## src/rtl/hba_pkg.sv

```systemverilog
package hba_pkg;

  localparam int unsigned HBA_HEAP_BYTES = 65536;
  localparam int unsigned HBA_META_BYTES = 32;
  localparam int unsigned HBA_FREE_SLOTS = 64;

  localparam int unsigned REQ_W  = 17;
  localparam int unsigned PAY_W  = 16;
  localparam int unsigned NEED_W = 18;

  typedef enum logic [1:0] {
    ST_OK    = 2'd0,
    ST_NOFIT = 2'd1,
    ST_ZERO  = 2'd2,
    ST_RANGE = 2'd3
  } status_e;

  typedef enum logic [4:0] {
    S_INIT, S_IDLE, S_DECODE, S_SCAN_RD, S_SCAN_CK, S_TAKE_LAST,
    S_SD_L, S_SD_LCK, S_SD_RCK, S_SD_DEC, S_SD_END,
    S_ALLOC_SPLIT, S_ALLOC_MARK,
    S_INS_START, S_SU_CHK, S_SU_CK, S_SU_END,
    S_FREE_CK, S_MG_START, S_MG_RD, S_MG_C, S_MG_N,
    S_RM_RD, S_RM_CK, S_MG_RM2, S_MG_JOIN, S_MG_CLR, S_DONE
  } state_e;

  typedef enum logic [2:0] {
    RET_ALLOC_TAKE, RET_ALLOC_INS, RET_FREE_INS, RET_RM_CUR, RET_RM_NXT, RET_MG_INS
  } ret_e;

  typedef enum logic [4:0] {
    OP_NONE, OP_INIT, OP_LOAD, OP_SET_RES, OP_OUT, OP_IDX_CLR, OP_IDX_INC,
    OP_FA_RD_IDX, OP_TAKE_FIT, OP_TAKE, OP_E_LAST, OP_SD_RD_L, OP_SD_LCK,
    OP_SD_RCK, OP_SD_MOVE, OP_E_WRITE, OP_E_WRITE_INC, OP_SPLIT, OP_MARK_USED,
    OP_INS_START, OP_SU_RD, OP_SU_MOVE, OP_FREE_RD, OP_FREE_MARK, OP_CUR_CLR,
    OP_MG_RD, OP_MG_C, OP_RM_CUR, OP_RM_NXT, OP_MG_JOIN, OP_MG_CLR, OP_CUR_NEXT
  } op_e;

  typedef struct packed {
    op_e     op;
    status_e status;
  } cmd_t;

  typedef struct packed {
    logic init_last;
    logic is_alloc;
    logic zero_size;
    logic ptr_zero;
    logic ptr_bad;
    logic idx_lt_cnt;
    logic fit;
    logic l_lt_cnt;
    logic r_lt_cnt;
    logic best_self;
    logic split_ok;
    logic cnt_full;
    logic idx_zero;
    logic parent_gt;
    logic c_bad;
    logic free_bad;
    logic nxt_over;
    logic n_bad;
    logic both_free;
    logic rm_hit;
    logic out_free;
  } flags_t;

endpackage

```

## src/rtl/hba_ctrl.sv

```systemverilog
module hba_ctrl import hba_pkg::*; (
  input  logic   clk_i,
  input  logic   rst_ni,
  input  logic   in_valid_i,
  input  flags_t flags_i,
  output cmd_t   cmd_o,
  output logic   in_ready_o
);

  state_e state_q, state_d;
  ret_e   ret_q, ret_d;

  function automatic state_e ret_state(input ret_e r);
    state_e s;
    s = S_MG_RD;
    unique case (r)
      RET_ALLOC_TAKE: s = S_ALLOC_SPLIT;
      RET_ALLOC_INS:  s = S_ALLOC_MARK;
      RET_FREE_INS:   s = S_MG_START;
      RET_RM_CUR:     s = S_MG_RM2;
      RET_RM_NXT:     s = S_MG_JOIN;
      RET_MG_INS:     s = S_MG_RD;
      default:        s = S_MG_RD;
    endcase
    return s;
  endfunction

  always_ff @(posedge clk_i or negedge rst_ni) begin
    if (!rst_ni) begin
      state_q <= S_INIT;
      ret_q   <= RET_ALLOC_TAKE;
    end else begin
      state_q <= state_d;
      ret_q   <= ret_d;
    end
  end

  always_comb begin
    state_d       = state_q;
    ret_d         = ret_q;
    cmd_o.op      = OP_NONE;
    cmd_o.status  = ST_OK;
    in_ready_o    = 1'b0;
    unique case (state_q)
      S_INIT: begin
        cmd_o.op = OP_INIT;
        if (flags_i.init_last) state_d = S_IDLE;
      end
      S_IDLE: begin
        in_ready_o = 1'b1;
        if (in_valid_i) begin
          cmd_o.op = OP_LOAD;
          state_d  = S_DECODE;
        end
      end
      S_DECODE: begin
        if (flags_i.is_alloc) begin
          if (flags_i.zero_size) begin
            cmd_o.op     = OP_SET_RES;
            cmd_o.status = ST_ZERO;
            state_d      = S_DONE;
          end else begin
            cmd_o.op = OP_IDX_CLR;
            state_d  = S_SCAN_RD;
          end
        end else if (flags_i.ptr_zero) begin
          cmd_o.op = OP_SET_RES;
          state_d  = S_DONE;
        end else if (flags_i.ptr_bad) begin
          cmd_o.op     = OP_SET_RES;
          cmd_o.status = ST_RANGE;
          state_d      = S_DONE;
        end else begin
          cmd_o.op = OP_FREE_RD;
          state_d  = S_FREE_CK;
        end
      end
      S_SCAN_RD: begin
        if (flags_i.idx_lt_cnt) begin
          cmd_o.op = OP_FA_RD_IDX;
          state_d  = S_SCAN_CK;
        end else begin
          cmd_o.op     = OP_SET_RES;
          cmd_o.status = ST_NOFIT;
          state_d      = S_DONE;
        end
      end
      S_SCAN_CK: begin
        if (flags_i.fit) begin
          cmd_o.op = OP_TAKE_FIT;
          ret_d    = RET_ALLOC_TAKE;
          state_d  = S_TAKE_LAST;
        end else begin
          cmd_o.op = OP_IDX_INC;
          state_d  = S_SCAN_RD;
        end
      end
      S_TAKE_LAST: begin
        cmd_o.op = OP_E_LAST;
        state_d  = S_SD_L;
      end
      S_SD_L: begin
        if (flags_i.l_lt_cnt) begin
          cmd_o.op = OP_SD_RD_L;
          state_d  = S_SD_LCK;
        end else begin
          state_d = S_SD_END;
        end
      end
      S_SD_LCK: begin
        cmd_o.op = OP_SD_LCK;
        state_d  = flags_i.r_lt_cnt ? S_SD_RCK : S_SD_DEC;
      end
      S_SD_RCK: begin
        cmd_o.op = OP_SD_RCK;
        state_d  = S_SD_DEC;
      end
      S_SD_DEC: begin
        if (flags_i.best_self) begin
          state_d = S_SD_END;
        end else begin
          cmd_o.op = OP_SD_MOVE;
          state_d  = S_SD_L;
        end
      end
      S_SD_END: begin
        cmd_o.op = OP_E_WRITE;
        state_d  = ret_state(ret_q);
      end
      S_ALLOC_SPLIT: begin
        if (flags_i.split_ok) begin
          cmd_o.op = OP_SPLIT;
          ret_d    = RET_ALLOC_INS;
          state_d  = S_INS_START;
        end else begin
          state_d = S_ALLOC_MARK;
        end
      end
      S_ALLOC_MARK: begin
        cmd_o.op = OP_MARK_USED;
        state_d  = S_DONE;
      end
      S_INS_START: begin
        if (flags_i.cnt_full) begin
          state_d = ret_state(ret_q);
        end else begin
          cmd_o.op = OP_INS_START;
          state_d  = S_SU_CHK;
        end
      end
      S_SU_CHK: begin
        if (flags_i.idx_zero) begin
          state_d = S_SU_END;
        end else begin
          cmd_o.op = OP_SU_RD;
          state_d  = S_SU_CK;
        end
      end
      S_SU_CK: begin
        if (flags_i.parent_gt) begin
          cmd_o.op = OP_SU_MOVE;
          state_d  = S_SU_CHK;
        end else begin
          state_d = S_SU_END;
        end
      end
      S_SU_END: begin
        cmd_o.op = OP_E_WRITE_INC;
        state_d  = ret_state(ret_q);
      end
      S_FREE_CK: begin
        if (flags_i.free_bad) begin
          cmd_o.op     = OP_SET_RES;
          cmd_o.status = ST_RANGE;
          state_d      = S_DONE;
        end else begin
          cmd_o.op = OP_FREE_MARK;
          ret_d    = RET_FREE_INS;
          state_d  = S_INS_START;
        end
      end
      S_MG_START: begin
        cmd_o.op = OP_CUR_CLR;
        state_d  = S_MG_RD;
      end
      S_MG_RD: begin
        cmd_o.op = OP_MG_RD;
        state_d  = S_MG_C;
      end
      S_MG_C: begin
        if (flags_i.c_bad || flags_i.nxt_over) begin
          cmd_o.op = OP_SET_RES;
          state_d  = S_DONE;
        end else begin
          cmd_o.op = OP_MG_C;
          state_d  = S_MG_N;
        end
      end
      S_MG_N: begin
        if (flags_i.n_bad) begin
          cmd_o.op = OP_SET_RES;
          state_d  = S_DONE;
        end else if (flags_i.both_free) begin
          cmd_o.op = OP_RM_CUR;
          ret_d    = RET_RM_CUR;
          state_d  = S_RM_RD;
        end else begin
          cmd_o.op = OP_CUR_NEXT;
          state_d  = S_MG_RD;
        end
      end
      S_RM_RD: begin
        if (flags_i.idx_lt_cnt) begin
          cmd_o.op = OP_FA_RD_IDX;
          state_d  = S_RM_CK;
        end else begin
          state_d = ret_state(ret_q);
        end
      end
      S_RM_CK: begin
        if (flags_i.rm_hit) begin
          cmd_o.op = OP_TAKE;
          state_d  = S_TAKE_LAST;
        end else begin
          cmd_o.op = OP_IDX_INC;
          state_d  = S_RM_RD;
        end
      end
      S_MG_RM2: begin
        cmd_o.op = OP_RM_NXT;
        ret_d    = RET_RM_NXT;
        state_d  = S_RM_RD;
      end
      S_MG_JOIN: begin
        cmd_o.op = OP_MG_JOIN;
        state_d  = S_MG_CLR;
      end
      S_MG_CLR: begin
        cmd_o.op = OP_MG_CLR;
        ret_d    = RET_MG_INS;
        state_d  = S_INS_START;
      end
      S_DONE: begin
        if (flags_i.out_free) begin
          cmd_o.op = OP_OUT;
          state_d  = S_IDLE;
        end
      end
      default: state_d = S_IDLE;
    endcase
  end

endmodule

```

## config.mk

```make
export PLATFORM = sky130hd
export DESIGN_NAME = hba_ctrl
export DESIGN_NICKNAME = d
export VERILOG_FILES = /design/src/rtl/hba_pkg.sv /design/src/rtl/hba_ctrl.sv
export SDC_FILE = /design/constraint.sdc
export NUM_CORES = 1
export LEC_CHECK = 0
export ABC_CLOCK_PERIOD_IN_PS = 2800
export BUFFER_PORTS_ARGS = -buffer_cell sky130_fd_sc_hd__buf_2
export CAP_MARGIN = 5
export CORE_MARGIN = 2
export CORE_UTILIZATION = 55
export DETAILED_ROUTE_END_ITERATION = 10
export GPL_ROUTABILITY_DRIVEN = 0
export PLACE_DENSITY = 0.79
export SLEW_MARGIN = 20
export SYNTH_ARGS = -nofsm -noshare
export SYNTH_HDL_FRONTEND = slang
export SYNTH_SLANG_ARGS = --single-unit
```

## constraint.sdc

```tcl
create_clock -name clk_i -period 2.8 [get_ports clk_i]
set_clock_uncertainty 0.2 [all_clocks]
set_input_delay 0.56 -clock clk_i [delete_from_list [all_inputs] [get_ports clk_i]]
set_output_delay 0.56 -clock clk_i [all_outputs]
set_load 0.01 [all_outputs]
```

; Yosys cells after proc, flatten, opt, wreduce, memory -nomap -nowiden
; Cells that the tools add are included.
[word_totals]
register_bits = 8
input_bits = 24
out_inout_bits = 8
wordCells = 106
[op_classes]
n_reduce_logical = 7
eq_ne = 39
n_mux = 58
[ops]
columns = op, n
row1 = $pmux W5 S28, 1
row2 = $pmux W5 S27, 1
row3 = $mux W5, 22
row4 = $eq A5 B5 Y1 const B, 12
row5 = $eq A5 B4 Y1 const B, 8
row6 = $mux W3, 12
row7 = $mux W4, 9
row8 = $pmux W5 S5, 1
row9 = $eq A5 B3 Y1 const B, 4
row10 = $pmux W3 S6, 1
row11 = $ne A2 B2 Y1 const B, 8
row12 = $eq A5 B2 Y1 const B, 2
row13 = $mux W2, 5
row14 = $mux W7, 1
row15 = $eq A3 B2 Y1 const B, 2
row16 = $pmux W2 S3, 1
row17 = $reduce_and A6 Y1, 1
row18 = $reduce_bool A6 Y1, 1
row19 = $eq A5 B1 Y1 const B, 1
row20 = $logic_not A5 Y1, 1
row21 = $mux W1, 4
row22 = $eq A3 B1 Y1 const B, 1
row23 = $eq A3 B3 Y1 const B, 1
row24 = $logic_not A3 Y1, 1
row25 = 3 further kinds, 3

; Depth between registers and ports, before layout
[logic_depth]
ltp_word = 4
depth_mapped = 8
depth_no_buf = 5

; Least setup slack after synthesis
; No wires, ideal clock.
[synth_timing]
path_kind = reg2out
start = register state_q[3]
end = output cmd_o[2] in the netlist's numbering
path_stages_with_launch = 7
path_slack_ps = 510
required_ps = 2040
path_buffers = 2
t_arrival_ps = 1530
path_cell_list = dfrtp_1 -> buf_2 -> buf_2 -> or3b_2 -> a21oi_1 -> nor2_1 -> nand4_1
[synth_lines]
columns = item, line_no
row1 = start: declaration, hba_ctrl.sv:10  ; state_e state_q, state_d;
row2 = start signal: assignment, hba_ctrl.sv:33  ; state_q <= state_d;
row3 = end: declaration, hba_ctrl.sv:6  ; output cmd_t cmd_o,

==> summary.md <==
| Metric | Value |
|---|---|
| Pre-antenna DRT Iters | 6 |
| Worst slew margin | between 60% and 70% |
| Nets | between 300 and 400 |
| Fraction of registers with async set/reset | 100% |
| Clock Path Buffers | 2 |
| Vias per inst | approximately 6.9 |
| Syn Std Cell Area | ~1700 um^2 |
| Top post-synthesis cells by count | 34 x nor2_1, 17 x nand2_1, 14 x buf_2, 14 x o21ai_0, 13 x a21oi_1 |
| VDD IR max | around 0.6 mV |
| Worst Path Max Fanout | 13 |
| Leakage | 0.848 nW |
| CP Class | reg -> out |
| GR Util All Layers | a little over a third |
| Die area | between 3000 and 4000 um^2 |
| CTS tree | yes |
| Final Hold Slack | 412 ps |
| Synth area leaders | dfrtp_1 11%, nor2_1 7.3%, buf_2 4.0% |
| Register area | 206 um^2 |
| Critical path's most frequent cell | buf_4 |
| Total number of vias | about 2,300 |
| GR Overflow Total | 0 |
| Layout area overhead | 16.9% |
| Max-Cap Viols | 0 |
| Final Cell Area | 2040 um^2 |
| CP max stage delay | 560 ps |
| Worst Tran Pin Value | around 530 ps |
| Grt peak-use layer | met2 |
| Worst-path clk slew | 60 ps |
| CP endpoint kind | output port |
| Insertion delay to the later sink of the worst-skew pair | between 200 and 300 ps |
| # diodes | 0 |
| Vias in the first global route | 2,009 |
| Register area share after synthesis | between 10 and 15% |
| Die Y-Extent | 60.3 um |
| First-pass GRT wire length | approximately 9600 um |
| Grt met3 use | 2.77% |
| CTS sink count | 8 |
| TritonCTS buffer count | 3 |
| Initial core utilization | between 50 and 60% |
| Number of synthesized register bits | 8 |
| Largest net degree at the start of global routing | 19 |
| Placed wire-length estimate | 4710 um |
| Area of the core | about 3000 um^2 |
| # DRC | 0 |
| Worst Path Required | approximately 2000 ps |
| Max-slew violations | 0 |
| Crit path cell chain | buf_4 -> buf_4 -> mux2_2 -> nor2_1 -> o21ai_0 -> nand4_1 -> buf_2 |
| Layout fillers | 283 |
| Element type at the critical path start | register |
| Worst path slowest cell | dfrtp_2 |
| Die width | roughly 60 um |
| Count leader, synth | nor2_1 |
| Post-Syn Area per Cell | between 6 and 7 um^2 |
| Port bufs | 31 |
| Distinct cell type count after synthesis | 67 |
| WL final | 6310 um |
| Number of synthesized flops with an enable pin | 0 |
| Ys Warns | 0 |
| Share of layout cells above drive strength 1 | around 29% |
| Multi-input combinational cell area | about 1400 um^2 |
| Num ports | 32 |
| CTS root buf | clkbuf_4 |
| Detail Route Antenna Nets | 0 |
| Top_reg_cell synth | dfrtp_1 |
| Leading area contributor after synthesis | dfrtp_1 |
| Post-DR wirelength/cell | 19.2 um |
| CP arrival | 2010 ps |
| H-tree lvl count | 1 |
| Status | complete, no violations |
| Crit path time final | between 2000 and 3000 ps |
| Achievable clock frequency | 361 MHz |
| Row count | 20 |
| Final Hold Viols | 0 |
| Unrepaired setup endpoints after global routing | true |
| Synth top area share | between 10% and 20% |
| Grt met1 use | 49.5% |
| Type of the worst min-delay path | in -> reg |
| Number of DRC markers in iteration 0 | 338 |
| DP Area | between 1500 and 2000 um^2 |
| Mapped Cells | ~250 |
| Cell Pwr Density | about 1200 nW/um^2 |
| Synth Net Count | 275 |
| Setup violators final | 0 |
| Initial antenna violation count | 0 |
| Final Cycle Share | a little over nine tenths |
| GR Layer Usage met2 | a little over half |
## stage by stage
stage / setup slack (ps) / utilization (%) / TNS [ps] / instances / power, mW
global placement: 159 / 65.0 / 0 / 322 / 2.17
CTS: 1.24 / 66.2 / 0 / 326 / 2.30
floorplan: 510 / - / 0 / 251 / 1.66
global route: -1.95 / 67.4 / -2.28 / 328 / 2.58
detailed placement: 171 / 65.0 / 0 / 322 / 2.19
finish: 32.1 / 67.4 / 0 / 328 / 2.44
## cell families after synthesis
group,Yosys count,share of synthesized area [%]
buffers and inverters,30,9.39
muxes,6,3.80
xor gates and xnor gates,1,0.502
and+or+nand+nor,124,42.1
DFF,8,11.5
AOI/OAI and AO/OA,82,32.8
## flip-flops by register name, summed over array words and instances (netlist names)
register / flops
ret_q: 3
state_q: 5
## final cells by class
type	count	area share [%]
Timing Repair Buffer	55	16.7
Inverter	5	0.920
Tap cell	44	2.70
Sequential cell	8	10.1
Multi-Input combinational cell	213	68.4
Clock buffer	3	1.10
## worst max-delay path, delay by kind of cell, from the launching register on
kind | cells | cell delay [ps]
AO/OA/AOI/OAI | 1 | 100
buffers and inverters | 3 | 550
flip-flops | 1 | 560
multiplexers | 1 | 340
AND/OR/NAND/NOR | 2 | 190
## power by group
group	leakage (nW)	total (mW)	switching (mW)	internal, mW
clock network	0.0138	0.0955	0.0460	0.0495
logic	0.739	2.01	1.15	0.859
registers	0.0949	0.334	0.152	0.182
total	0.848	2.44	1.35	1.09
## layer usage
layer	routed length (um)	share of wire [%]
met4	312	4.9
met3	896	14
met5	0	0
met1	2420	38
met2	2680	42
## cells in the final DEF (no fill, tap or decap), drive strengths merged, types with 2 or more instances in the layout
cell,count
buf,54
nor2,34
nand2,18
o21ai,17
a21oi,13
nand3,9
nor2b,8
or3,8
dfrtp,8
nor3,7
a22o,7
nand2b,7
o22ai,6
inv,5
a22oi,5
o211ai,5
nor4,4
nand4,4
mux2i,4
a31oi,4
or3b,4
o32ai,3
o2111ai,3
a211oi,3
clkbuf,3
nand3b,3
nor3b,3
nor4b,2
a32oi,2
o31ai,2
and4b,2
nor4bb,2
or2,2
mux2,2
## path summary, 6_finish.rpt
check,startpoint,endpoint,slack [ps],cells past startpoint
min in group asynchronous,rst_ni,state_q[1]$_DFFE_PN0P_,470,2
worst max-delay path,state_q[0]$_DFFE_PN0P_,cmd_o[2],30,7
worst min-delay path,flags_i[20],state_q[0]$_DFFE_PN0P_,410,3
max in group asynchronous,rst_ni,state_q[2]$_DFFE_PN0P_,1750,2
worst max register to register,state_q[0]$_DFFE_PN0P_,state_q[1]$_DFFE_PN0P_,440,7
worst min register to register,ret_q[0]$_DFFE_PN0P_,ret_q[0]$_DFFE_PN0P_,420,1
## what timing repair did
action / CTS / global route
hold buffers: 1 / 0
buffers inserted: 0 / 2
pin swaps: 0 / 0
hold endpoints to repair: 8 / 0
setup endpoints to repair: 5 / 5
resized for setup: 3 / 9
(Power assumes the default switching activity.)
